<file path="config.mk">
export PLATFORM = sky130hd
export DESIGN_NAME = rc5_ir_manchester_transmitter
export DESIGN_NICKNAME = d
export VERILOG_FILES = /design/src/sv/rc5tx_pkg.sv /design/src/sv/rc5_ir_manchester_transmitter.sv /design/src/sv/rc5tx_core.sv
export SDC_FILE = /design/constraint.sdc
export NUM_CORES = 1
export LEC_CHECK = 0
export ABC_AREA = 1
export BUFFER_PORTS_ARGS = -buffer_cell sky130_fd_sc_hd__buf_4
export CORE_ASPECT_RATIO = 2
export CORE_MARGIN = 1.5
export CORE_UTILIZATION = 45
export DETAILED_ROUTE_END_ITERATION = 8
export GPL_ROUTABILITY_DRIVEN = 0
export PLACE_DENSITY_LB_ADDON = 0.15
export SETUP_SLACK_MARGIN = 0.3
export SYNTH_ARGS = -nofsm -noshare
export SYNTH_HDL_FRONTEND = slang
export SYNTH_HIERARCHICAL = 1
export SYNTH_SLANG_ARGS = --single-unit
</file>
<file path="constraint.sdc">
create_clock -name clk -period 3.3 [get_ports clk]
set_clock_uncertainty 0.15 [all_clocks]
set_input_delay 0.165 -clock clk [delete_from_list [all_inputs] [get_ports clk]]
set_output_delay 0.165 -clock clk [all_outputs]
set_load 0.02 [all_outputs]
</file>
<file path="src/sv/rc5tx_pkg.sv">
// Shared types and constants for the RC5 infrared Manchester transmitter.
package rc5tx_pkg;

  localparam int unsigned FRAME_HALF_BITS = 28;
  localparam int unsigned FRAME_BITS      = 14;
  localparam int unsigned PAYLOAD_W       = 11;
  localparam int unsigned TICKS_W         = 16;
  localparam int unsigned HB_CNT_W        = $clog2(FRAME_HALF_BITS + 1);
  localparam int unsigned IN_TDATA_W      = 16;
  localparam int unsigned OUT_TDATA_W     = 8;

  localparam logic       REQ_TICK  = 1'b0;
  localparam logic       REQ_START = 1'b1;
  localparam logic [1:0] START_BITS = 2'b11;

  typedef logic [TICKS_W-1:0]   ticks_t;
  typedef logic [PAYLOAD_W-1:0] payload_t;

  typedef struct packed {
    logic frame_done;
    logic busy_res;
    logic carrier_on;
  } rc5tx_res_t;

  localparam int unsigned RES_W = $bits(rc5tx_res_t);

endpackage

</file>
<file path="src/sv/rc5_ir_manchester_transmitter.sv">
// RC5 infrared Manchester transmitter top level: stream ports, config register, output buffer.
// Takes one beat per clock while in_tready is high. A start beat (in_tuser = 1) loads a 14-bit
// frame of two start ones, the toggle bit and the 11 payload bits, sent LSB first as 28 Manchester
// half-bits; a tick beat (in_tuser = 0) advances the current half-bit, lasting cfg_half_bit_ticks
// ticks (0 acts as 1). Every accepted beat yields one result beat with the carrier gate, busy flag
// and frame-done flag after that beat's update, registered into the two-entry output buffer, which
// lets in_tready stay high while one result waits; a stalled output backs up only after two beats.
module rc5_ir_manchester_transmitter (
  input  logic                                 clk,
  input  logic                                 rst_n,
  input  logic                                 in_tvalid,
  output logic                                 in_tready,
  input  logic [rc5tx_pkg::IN_TDATA_W-1:0]     in_tdata,  // [10:0] payload, rest zero
  input  logic                                 in_tuser,  // [0] req_type
  output logic                                 out_tvalid,
  input  logic                                 out_tready,
  output logic [rc5tx_pkg::OUT_TDATA_W-1:0]    out_tdata, // [0] carrier_on [1] busy_res
                                                          // [2] frame_done, rest zero
  input  logic                                 cfg_wr_en,
  input  logic [rc5tx_pkg::TICKS_W-1:0]        cfg_wr_data
);
  import rc5tx_pkg::*;

  ticks_t     half_bit_ticks_r;
  rc5tx_res_t res;
  rc5tx_res_t out_data_r,  out_data_nxt;
  logic       out_valid_r, out_valid_nxt;
  rc5tx_res_t skid_data_r, skid_data_nxt;
  logic       skid_valid_r, skid_valid_nxt;
  logic       acc;
  logic       take;

  assign in_tready = ~skid_valid_r;
  assign acc       = in_tvalid & in_tready;
  assign take      = out_valid_r & out_tready;

  always_ff @(posedge clk) begin
    if (!rst_n) begin
      half_bit_ticks_r <= ticks_t'(89);
    end else if (cfg_wr_en) begin
      half_bit_ticks_r <= cfg_wr_data;
    end
  end

  rc5tx_core u_core (
    .clk            (clk),
    .rst_n          (rst_n),
    .acc            (acc),
    .req_type       (in_tuser),
    .payload        (in_tdata[PAYLOAD_W-1:0]),
    .half_bit_ticks (half_bit_ticks_r),
    .res            (res)
  );

  always_comb begin
    out_data_nxt   = out_data_r;
    out_valid_nxt  = out_valid_r;
    skid_data_nxt  = skid_data_r;
    skid_valid_nxt = skid_valid_r;
    if (take) begin
      if (skid_valid_r) begin
        out_data_nxt   = skid_data_r;
        skid_valid_nxt = acc;
        skid_data_nxt  = res;
      end else begin
        out_valid_nxt = acc;
        out_data_nxt  = res;
      end
    end else if (!out_valid_r) begin
      out_valid_nxt = acc;
      out_data_nxt  = res;
    end else if (acc) begin
      skid_valid_nxt = 1'b1;
      skid_data_nxt  = res;
    end
  end

  always_ff @(posedge clk) begin
    if (!rst_n) begin
      out_valid_r  <= 1'b0;
      skid_valid_r <= 1'b0;
    end else begin
      out_valid_r  <= out_valid_nxt;
      skid_valid_r <= skid_valid_nxt;
    end
  end

  always_ff @(posedge clk) begin
    out_data_r  <= out_data_nxt;
    skid_data_r <= skid_data_nxt;
  end

  assign out_tvalid = out_valid_r;
  assign out_tdata  = {(OUT_TDATA_W - RES_W)'(0), out_data_r};

  a_skid_behind_out: assert property (@(posedge clk) disable iff (!rst_n)
    skid_valid_r |-> out_valid_r)
    else $error("skid entry held with empty output stage");

  a_stall_fills_skid: assert property (@(posedge clk) disable iff (!rst_n)
    (acc && out_valid_r && !out_tready) |=> skid_valid_r)
    else $error("beat accepted under stall was not buffered");

  a_drain: assert property (@(posedge clk) disable iff (!rst_n)
    (take && !skid_valid_r && !acc) |=> !out_valid_r)
    else $error("output stage still valid after last beat taken");

endmodule

</file>
<file path="src/sv/rc5tx_core.sv">
// Frame state and Manchester half-bit sequencing, one beat per cycle.
module rc5tx_core (
  input  logic                clk,
  input  logic                rst_n,
  input  logic                acc,
  input  logic                req_type,
  input  rc5tx_pkg::payload_t payload,
  input  rc5tx_pkg::ticks_t   half_bit_ticks,
  output rc5tx_pkg::rc5tx_res_t res
);
  import rc5tx_pkg::*;

  logic [FRAME_BITS-1:0] frame_shift_r,    frame_shift_nxt;
  logic [HB_CNT_W-1:0]   half_bits_sent_r, half_bits_sent_nxt;
  logic                  in_first_half_r,  in_first_half_nxt;
  ticks_t                tick_count_r,     tick_count_nxt;
  logic                  toggle_bit_r,     toggle_bit_nxt;
  logic                  carrier_r,        carrier_nxt;
  logic                  sending_r,        sending_nxt;
  logic                  done;

  ticks_t                limit;
  ticks_t                tick_inc;
  logic [FRAME_BITS-1:0] start_frame;

  assign limit       = (half_bit_ticks == '0) ? ticks_t'(1) : half_bit_ticks;
  assign tick_inc    = tick_count_r + ticks_t'(1);
  assign start_frame = {payload, ~toggle_bit_r, START_BITS};

  always_comb begin
    frame_shift_nxt    = frame_shift_r;
    half_bits_sent_nxt = half_bits_sent_r;
    in_first_half_nxt  = in_first_half_r;
    tick_count_nxt     = tick_count_r;
    toggle_bit_nxt     = toggle_bit_r;
    carrier_nxt        = carrier_r;
    sending_nxt        = sending_r;
    done               = 1'b0;
    if (acc) begin
      if (req_type == REQ_START) begin
        // first half of bit 0 starts at once
        toggle_bit_nxt     = ~toggle_bit_r;
        frame_shift_nxt    = start_frame;
        half_bits_sent_nxt = HB_CNT_W'(1);
        in_first_half_nxt  = 1'b1;
        carrier_nxt        = ~start_frame[0];
        tick_count_nxt     = '0;
        sending_nxt        = 1'b1;
      end else if (sending_r) begin
        if (tick_inc >= limit) begin
          tick_count_nxt = '0;
          if (half_bits_sent_r < HB_CNT_W'(FRAME_HALF_BITS)) begin
            in_first_half_nxt  = ~in_first_half_r;
            half_bits_sent_nxt = half_bits_sent_r + HB_CNT_W'(1);
            if (!in_first_half_r) begin
              carrier_nxt = ~frame_shift_r[0];
            end else begin
              carrier_nxt     = frame_shift_r[0];
              frame_shift_nxt = {1'b0, frame_shift_r[FRAME_BITS-1:1]};
            end
          end else begin
            in_first_half_nxt = 1'b0;
            carrier_nxt       = 1'b0;
            sending_nxt       = 1'b0;
            done              = 1'b1;
          end
        end else begin
          tick_count_nxt = tick_inc;
        end
      end
    end
  end

  assign res.carrier_on = carrier_nxt;
  assign res.busy_res   = sending_nxt;
  assign res.frame_done = done;

  always_ff @(posedge clk) begin
    if (!rst_n) begin
      frame_shift_r    <= '0;
      half_bits_sent_r <= '0;
      in_first_half_r  <= 1'b0;
      tick_count_r     <= '0;
      toggle_bit_r     <= 1'b0;
      carrier_r        <= 1'b0;
      sending_r        <= 1'b0;
    end else begin
      frame_shift_r    <= frame_shift_nxt;
      half_bits_sent_r <= half_bits_sent_nxt;
      in_first_half_r  <= in_first_half_nxt;
      tick_count_r     <= tick_count_nxt;
      toggle_bit_r     <= toggle_bit_nxt;
      carrier_r        <= carrier_nxt;
      sending_r        <= sending_nxt;
    end
  end

  a_idle_dark: assert property (@(posedge clk) disable iff (!rst_n)
    !sending_r |-> (!carrier_r && !in_first_half_r))
    else $error("carrier or half-bit phase set while idle");

  a_busy_count: assert property (@(posedge clk) disable iff (!rst_n)
    sending_r |-> (half_bits_sent_r != '0))
    else $error("sending with no half-bit started");

  a_start: assert property (@(posedge clk) disable iff (!rst_n)
    (acc && req_type == REQ_START) |=>
      (sending_r && in_first_half_r && half_bits_sent_r == HB_CNT_W'(1)
       && tick_count_r == '0 && toggle_bit_r != $past(toggle_bit_r)))
    else $error("frame start did not load first half-bit");

endmodule
</file>
After elaboration in Yosys (flattened, before gate mapping)
Cells that the tools add are included.
{ "word_totals": {"regBits": 63, "latch_bits": 0, "ramBits": 0, "mem_bits_ro": 0, "input_bits": 38, "out_inout_bits": 10, "mem_count": 0} }
{ "op_classes": {"addsub": 2, "mul": 0, "div_mod_pow": 0, "n_lt_le_gt_ge": 2, "eq_ne": 3, "shifts": 0, "mux": 47, "n_bitwise": 6, "reduce_logical": 14} }
{ "ops": {"columns": ["cell", "n"], "rows": [
  ["two-way mux 14 bit", 5],
  ["two-way mux 16 bit", 4],
  ["two-way mux 1 bit", 27],
  ["two-way mux 3 bit", 7],
  ["two-way mux 5 bit", 4],
  ["adder 16 x 1 -> 16 bit, second input constant", 1],
  ["greater-or-equal comparator 16 bit", 1],
  ["logical NOT 16 bit", 1],
  ["nonzero test 2 bit", 6],
  ["AND reduction 2 bit", 3],
  ["AND reduction 3 bit", 2],
  ["adder 5 x 1 -> 5 bit, second input constant", 1],
  ["less-than comparator 5 bit, second input constant", 1],
  ["AND reduction 5 bit", 1],
  ["inequality test 2 bit, second input constant", 2],
  ["inverter 1 bit", 4],
  ["AND reduction 4 bit", 1],
  ["AND 1 bit", 2],
  ["inequality test 2 x 1 -> 1 bit, second input constant", 1]
]} }

Depth between registers and ports, before layout
{ "logic_depth": {"depth_word": 10, "depth_mapped": 21, "mapped_depth_nobuf": 20} }

By module
Netlist, hierarchy kept.
{ "modules_own_cells": {"columns": ["module", "n_inst", "cells_each", "area_each_um2"], "rows": [
  ["rc5tx_core", 1, 396, 2615.0],
  ["rc5_ir_manchester_transmitter", 1, 110, 939.7]
]} }

Least setup slack after synthesis
No wires, ideal clock.
{ "synth_path": {"kind": "register to register", "from": "register u_core.tick_count_r[0]", "to": "register out_data_r, in the netlist out_tdata[0], data pin", "setup_time_ns": 0.252, "arrival_time_ns": 2.442, "t_required_ns": 2.898, "slack_ns": 0.455, "stages_incl_launch_ff": 19, "path_cell_list": "dfxtp_1 > ha_1 > nand2_1 > nor2_2 > nand3_1 > nor3_2 > xor2_1 > ha_1 > nand2_1 > o21ai_0 > a21oi_2 > nand2_1 > nand2_1 > nand2_1 > nand3_1 > nand2_1 > buf_4 > nand2_1 > nand2_1"} }
{ "synth_lines": {"columns": ["item", "line", "source"], "rows": [
  ["start, declared", "rc5tx_core.sv:16", "ticks_t tick_count_r, tick_count_nxt;"],
  ["start signal, assigned", "rc5tx_core.sv:91", "tick_count_r <= tick_count_nxt;"],
  ["end signal, assigned", "rc5_ir_manchester_transmitter.sv:89", "out_data_r <= out_data_nxt;"],
  ["end, declared", "rc5_ir_manchester_transmitter.sv:26", "rc5tx_res_t out_data_r, out_data_nxt;"]
]} }

Worst setup path after layout
{ "layout_path": {"from": "register u_core.tick_count_r[0]", "to": "register u_core.frame_shift_r[1]"} }
{ "layout_between": {"elab_chain_cells": 4} }
{ "layout_lines": {"columns": ["item", "line", "source"], "rows": [
  ["adder 16 x 1 -> 16 bit", "rc5tx_core.sv:27", "assign tick_inc = tick_count_r + ticks_t'(1);"],
  ["greater-or-equal comparator 16 bit", "rc5tx_core.sv:50", "if (tick_inc >= limit) begin"],
  ["nonzero test 2 bit (no line)", null, null],
  ["AND reduction 5 bit (no line)", null, null],
  ["end signal, assigned", "rc5tx_core.sv:88", "frame_shift_r <= frame_shift_nxt;"],
  ["end, declared", "rc5tx_core.sv:13", "logic [FRAME_BITS-1:0] frame_shift_r, frame_shift_nxt;"]
]} }
No other way between the ends.
A chain may end at the register's enable or synchronous reset.

==> results.txt <==
* Status: complete, no violations
- Top cell type by total area after synthesis: sky130_fd_sc_hd__dfxtp_1
- Share of layout cells above drive strength 1: 0.247
- Worst-Skew Late Latency: 0.33 ns
- Input and output buffers added on the ports amount to 37.
- Largest cells by area after synthesis: sky130_fd_sc_hd__dfxtp_1 32%, sky130_fd_sc_hd__nand2_1 14%, sky130_fd_sc_hd__nor2_1 9.1%, sky130_fd_sc_hd__ha_1 6.3%, sky130_fd_sc_hd__inv_1 6.1%
- The area growth from synthesis to layout is 33.6%.
- Across all setup checks in the final design, the least slack found is 0.322 ns.
- After detailed routing, the total wire length is 9.06 mm.
- Non-filler cells, final: 674
- Reg-to-reg slack, setup: 0.32 ns
- In the routed layout, each cell is associated on average with a via count of 5.02.
- Along the worst path, the maximum fanout reaches 7.
- Leakage power: 2.25 nW
* Syn Std Cell Area: 0.00355 mm²
* Tightest Pin Transition: 0.540 ns
- Number of antenna repair diodes: 0
- Number of top-level design ports: 48
- Maximum number of pins on one net before global-route repair: 33
* Sequential cell area: 0.00133 mm²
* Number of global-route vias before repair: between 3k and 4k
- Count of cell types in the netlist: 33
- Synth Warn #: 6
* Post-place setup slack: around 0.14 ns
* Initial antenna violation count: 0
- Arr. time, crit path: 3.05 ns
- STA classifies the critical path startpoint as a register.
- RR Endpoint: u_core/frame_shift_r[1]
* Number of placed cells counting well taps: around 620
- The die covers about 0.0085 mm².
- Worst hold margin: 0.0119 ns
- Clock-pin slew on the worst setup and hold paths: 0.05 ns
- The worst setup path is captured at a register.
- Setup repair after global routing could not meet its margin everywhere.
- The worst hold path was traced through 4 stages.
* Endpoints failing setup: 0
* # rows: 45
* DRC violations left: 0
- Measured in cells, the most critical reg-to-reg path has a length of 17.
- The finished cells cover 0.00475 mm².
- TritonCTS clock tree: built
- Mean routed wirelength per cell: 13.4 µm
- The total overflow left after global routing is 0.
* Std-Cell Core Area: between 0.007 and 0.008 mm²
- For this run, the post-layout net count is 631.
- The smallest clock period supported by the final layout is computed as 2.98 ns.
- Summing all multi-input logic gate instances after layout gives 0.00210 mm².
- GRT Util Overall: 0.217
- Number of iterations in the first detailed-routing pass: 4
- Once detail routing completed, the nets flagged for antenna violations numbered 0.
- Of the available clock period, the critical path in the final layout requires 0.902.
- In the layout the commonest cells are 106 x sky130_fd_sc_hd__nand2_1, 85 x sky130_fd_sc_hd__nor2_1, 58 x sky130_fd_sc_hd__inv_1.
- Overall die height: about 130 µm
* Number of sinks driven by the clock tree: 63
- After filler insertion, the fill cell instance count of the layout stands at 703.
- Clock root buffer: sky130_fd_sc_hd__clkbuf_16
- Across the run, the number of max-cap violations was 0.
- Leading cell type in the layout, fill and taps excluded: sky130_fd_sc_hd__nand2_1
* Endpoint with the worst hold slack: skid_valid_r
- Critical path type: register to register
- Post-synth top area share: 0.321
- First-pass GRT wire length: 14.0 mm
* Number of buffers on the longest clock path: 2
* Die Span X: 65.8 µm
- Mean instance size in the synthesized netlist: 7.03 µm²
- The share of the Yosys chip area taken by registers is 0.372.
- The number of failing hold endpoints at the final stage was 0.
- Starting DRC count in detailed routing: between 150 and 200
* Req. time, crit path: 3.37 ns
* Rel. slew slack: 0.639
- HPWL after detailed placement: around 6.0 mm
- The cell count after synthesis came out at 506.
- The placed instances occupy a cell area of 0.00386 mm².
- Adding up every negative setup slack in the final design gives 0 ns.
- Startpoint of the worst hold path: out_tready
* Via count: between 3k and 4k
- The startpoint identified for the worst register-to-register timing path is u_core/tick_count_r[0].
- Dividing total power by cell area gives a power density of 471 mW/mm².
- Number of pins exceeding their max-slew limit in the final report: 0
* Maximum VDD drop: 339 µV
- Timing-limited maximum frequency: 336 MHz
- Initial core utilization: 0.468
- In this run the number of H-tree levels came out at 3.
- After synthesis the netlist holds a flip-flop and latch count of 63.
* Min-delay worst type: primary input to register
- Num CTS Buffers: 9
[how the worst max path moves through the flow]
| stage | startpoint | cells after the start | slack [ns] | endpoint |
|---|---|---|---|---|
| after floorplan | u_core/tick_count_r[0] | 18 | 0.46 | out_tdata[0] |
| after global placement | u_core/tick_count_r[1] | 16 | 0.17 | out_tdata[2] |
| after detailed placement | u_core/tick_count_r[1] | 17 | 0.14 | out_tdata[0] |
| after CTS | u_core/tick_count_r[1] | 16 | 0.21 | out_tdata[2] |
| after global routing | u_core/tick_count_r[0] | 15 | 0.16 | u_core/tick_count_r[6] |
| final | u_core/tick_count_r[0] | 17 | 0.32 | u_core/frame_shift_r[1] |
[metal layers]
metal  GRT usage  share of wire
met4      0.0846          0.019
met1       0.188           0.36
met3      0.0420          0.017
met2       0.451           0.61
met5           0              0
[final cells by class]
class | instances | share of cell area
clock buffer | 10 | 0.0482
clock inverter | 6 | 0.0108
multi-input combinational | 362 | 0.443
inverter | 63 | 0.0503
tap | 94 | 0.0248
sequential | 63 | 0.280
timing repair buffer | 76 | 0.143
[where the power goes]
| group | total, mW | internal, mW | switching, mW |
|---|---|---|---|
| Combinational | 0.463 | 0.202 | 0.261 |
| Sequential | 0.878 | 0.832 | 0.0454 |
| Clock | 0.898 | 0.573 | 0.325 |
| Total | 2.24 | 1.61 | 0.631 |
[sequential cells by signal, summed over array words and instances (netlist names), 3 cells and up]
register,flops
half_bit_ticks_r,16
u_core/frame_shift_r,14
skid_data_r,3
out_tdata,3
u_core/tick_count_r,16
u_core/half_bits_sent_r,5
[worst max-delay path, stage by stage (launching register included)]
cell and delay, ns:
sky130_fd_sc_hd__dfxtp_2 0.34, sky130_fd_sc_hd__buf_6 0.11, sky130_fd_sc_hd__inv_4 0.04, sky130_fd_sc_hd__nor3_4 0.29
sky130_fd_sc_hd__nand4_1 0.19, sky130_fd_sc_hd__xor2_1 0.22, sky130_fd_sc_hd__inv_1 0.10, sky130_fd_sc_hd__ha_4 0.25
sky130_fd_sc_hd__a21oi_1 0.16, sky130_fd_sc_hd__o21ai_1 0.10, sky130_fd_sc_hd__a21oi_2 0.20, sky130_fd_sc_hd__buf_4 0.15
sky130_fd_sc_hd__nand3_4 0.10, sky130_fd_sc_hd__nand3_4 0.14, sky130_fd_sc_hd__clkbuf_16 0.18, sky130_fd_sc_hd__nand2_2 0.04
sky130_fd_sc_hd__nand2_1 0.06, sky130_fd_sc_hd__nor2_1 0.05
[cell families after synthesis]
kind of cell	synth area share
flip-flops	0.372
AO/OA/AOI/OAI	0.0785
other	0.00105
buffers and inverters	0.111
AND/OR/NAND/NOR	0.329
XOR/XNOR	0.0461
adder cells (fa/ha/maj)	0.0634
[timing repair]
action / in CTS / in global routing
endpoints found under the hold margin: 17 / 0
setup buffers: 5 / 8
pin swaps: 5 / 25
setup endpoints to repair: 40 / 43
gates resized for setup: 8 / 60
hold buffers: 17 / 0
cloned: 0 / 4
[through the flow]
step | utilization | total power, mW
final | 0.625 | 2.24
after global placement | 0.507 | 1.24
after floorplan | - | 1.15
after detailed placement | 0.507 | 1.25
after CTS | 0.576 | 2.19
after global routing | 0.625 | 2.36
[synth_stat cells (all sizes together)]
cell type / count
xor2: 12
buf: 20
clkbuf: 3
edfxtp: 6
ha: 18
a41o: 1
nand2: 130
nor3: 13
nor4: 6
inv: 63
nor2: 89
conb: 1
xnor2: 5
dfxtp: 57
a21oi: 18
o21ai: 32
nand4: 10
nand3: 22
(Power assumes the default switching activity.)
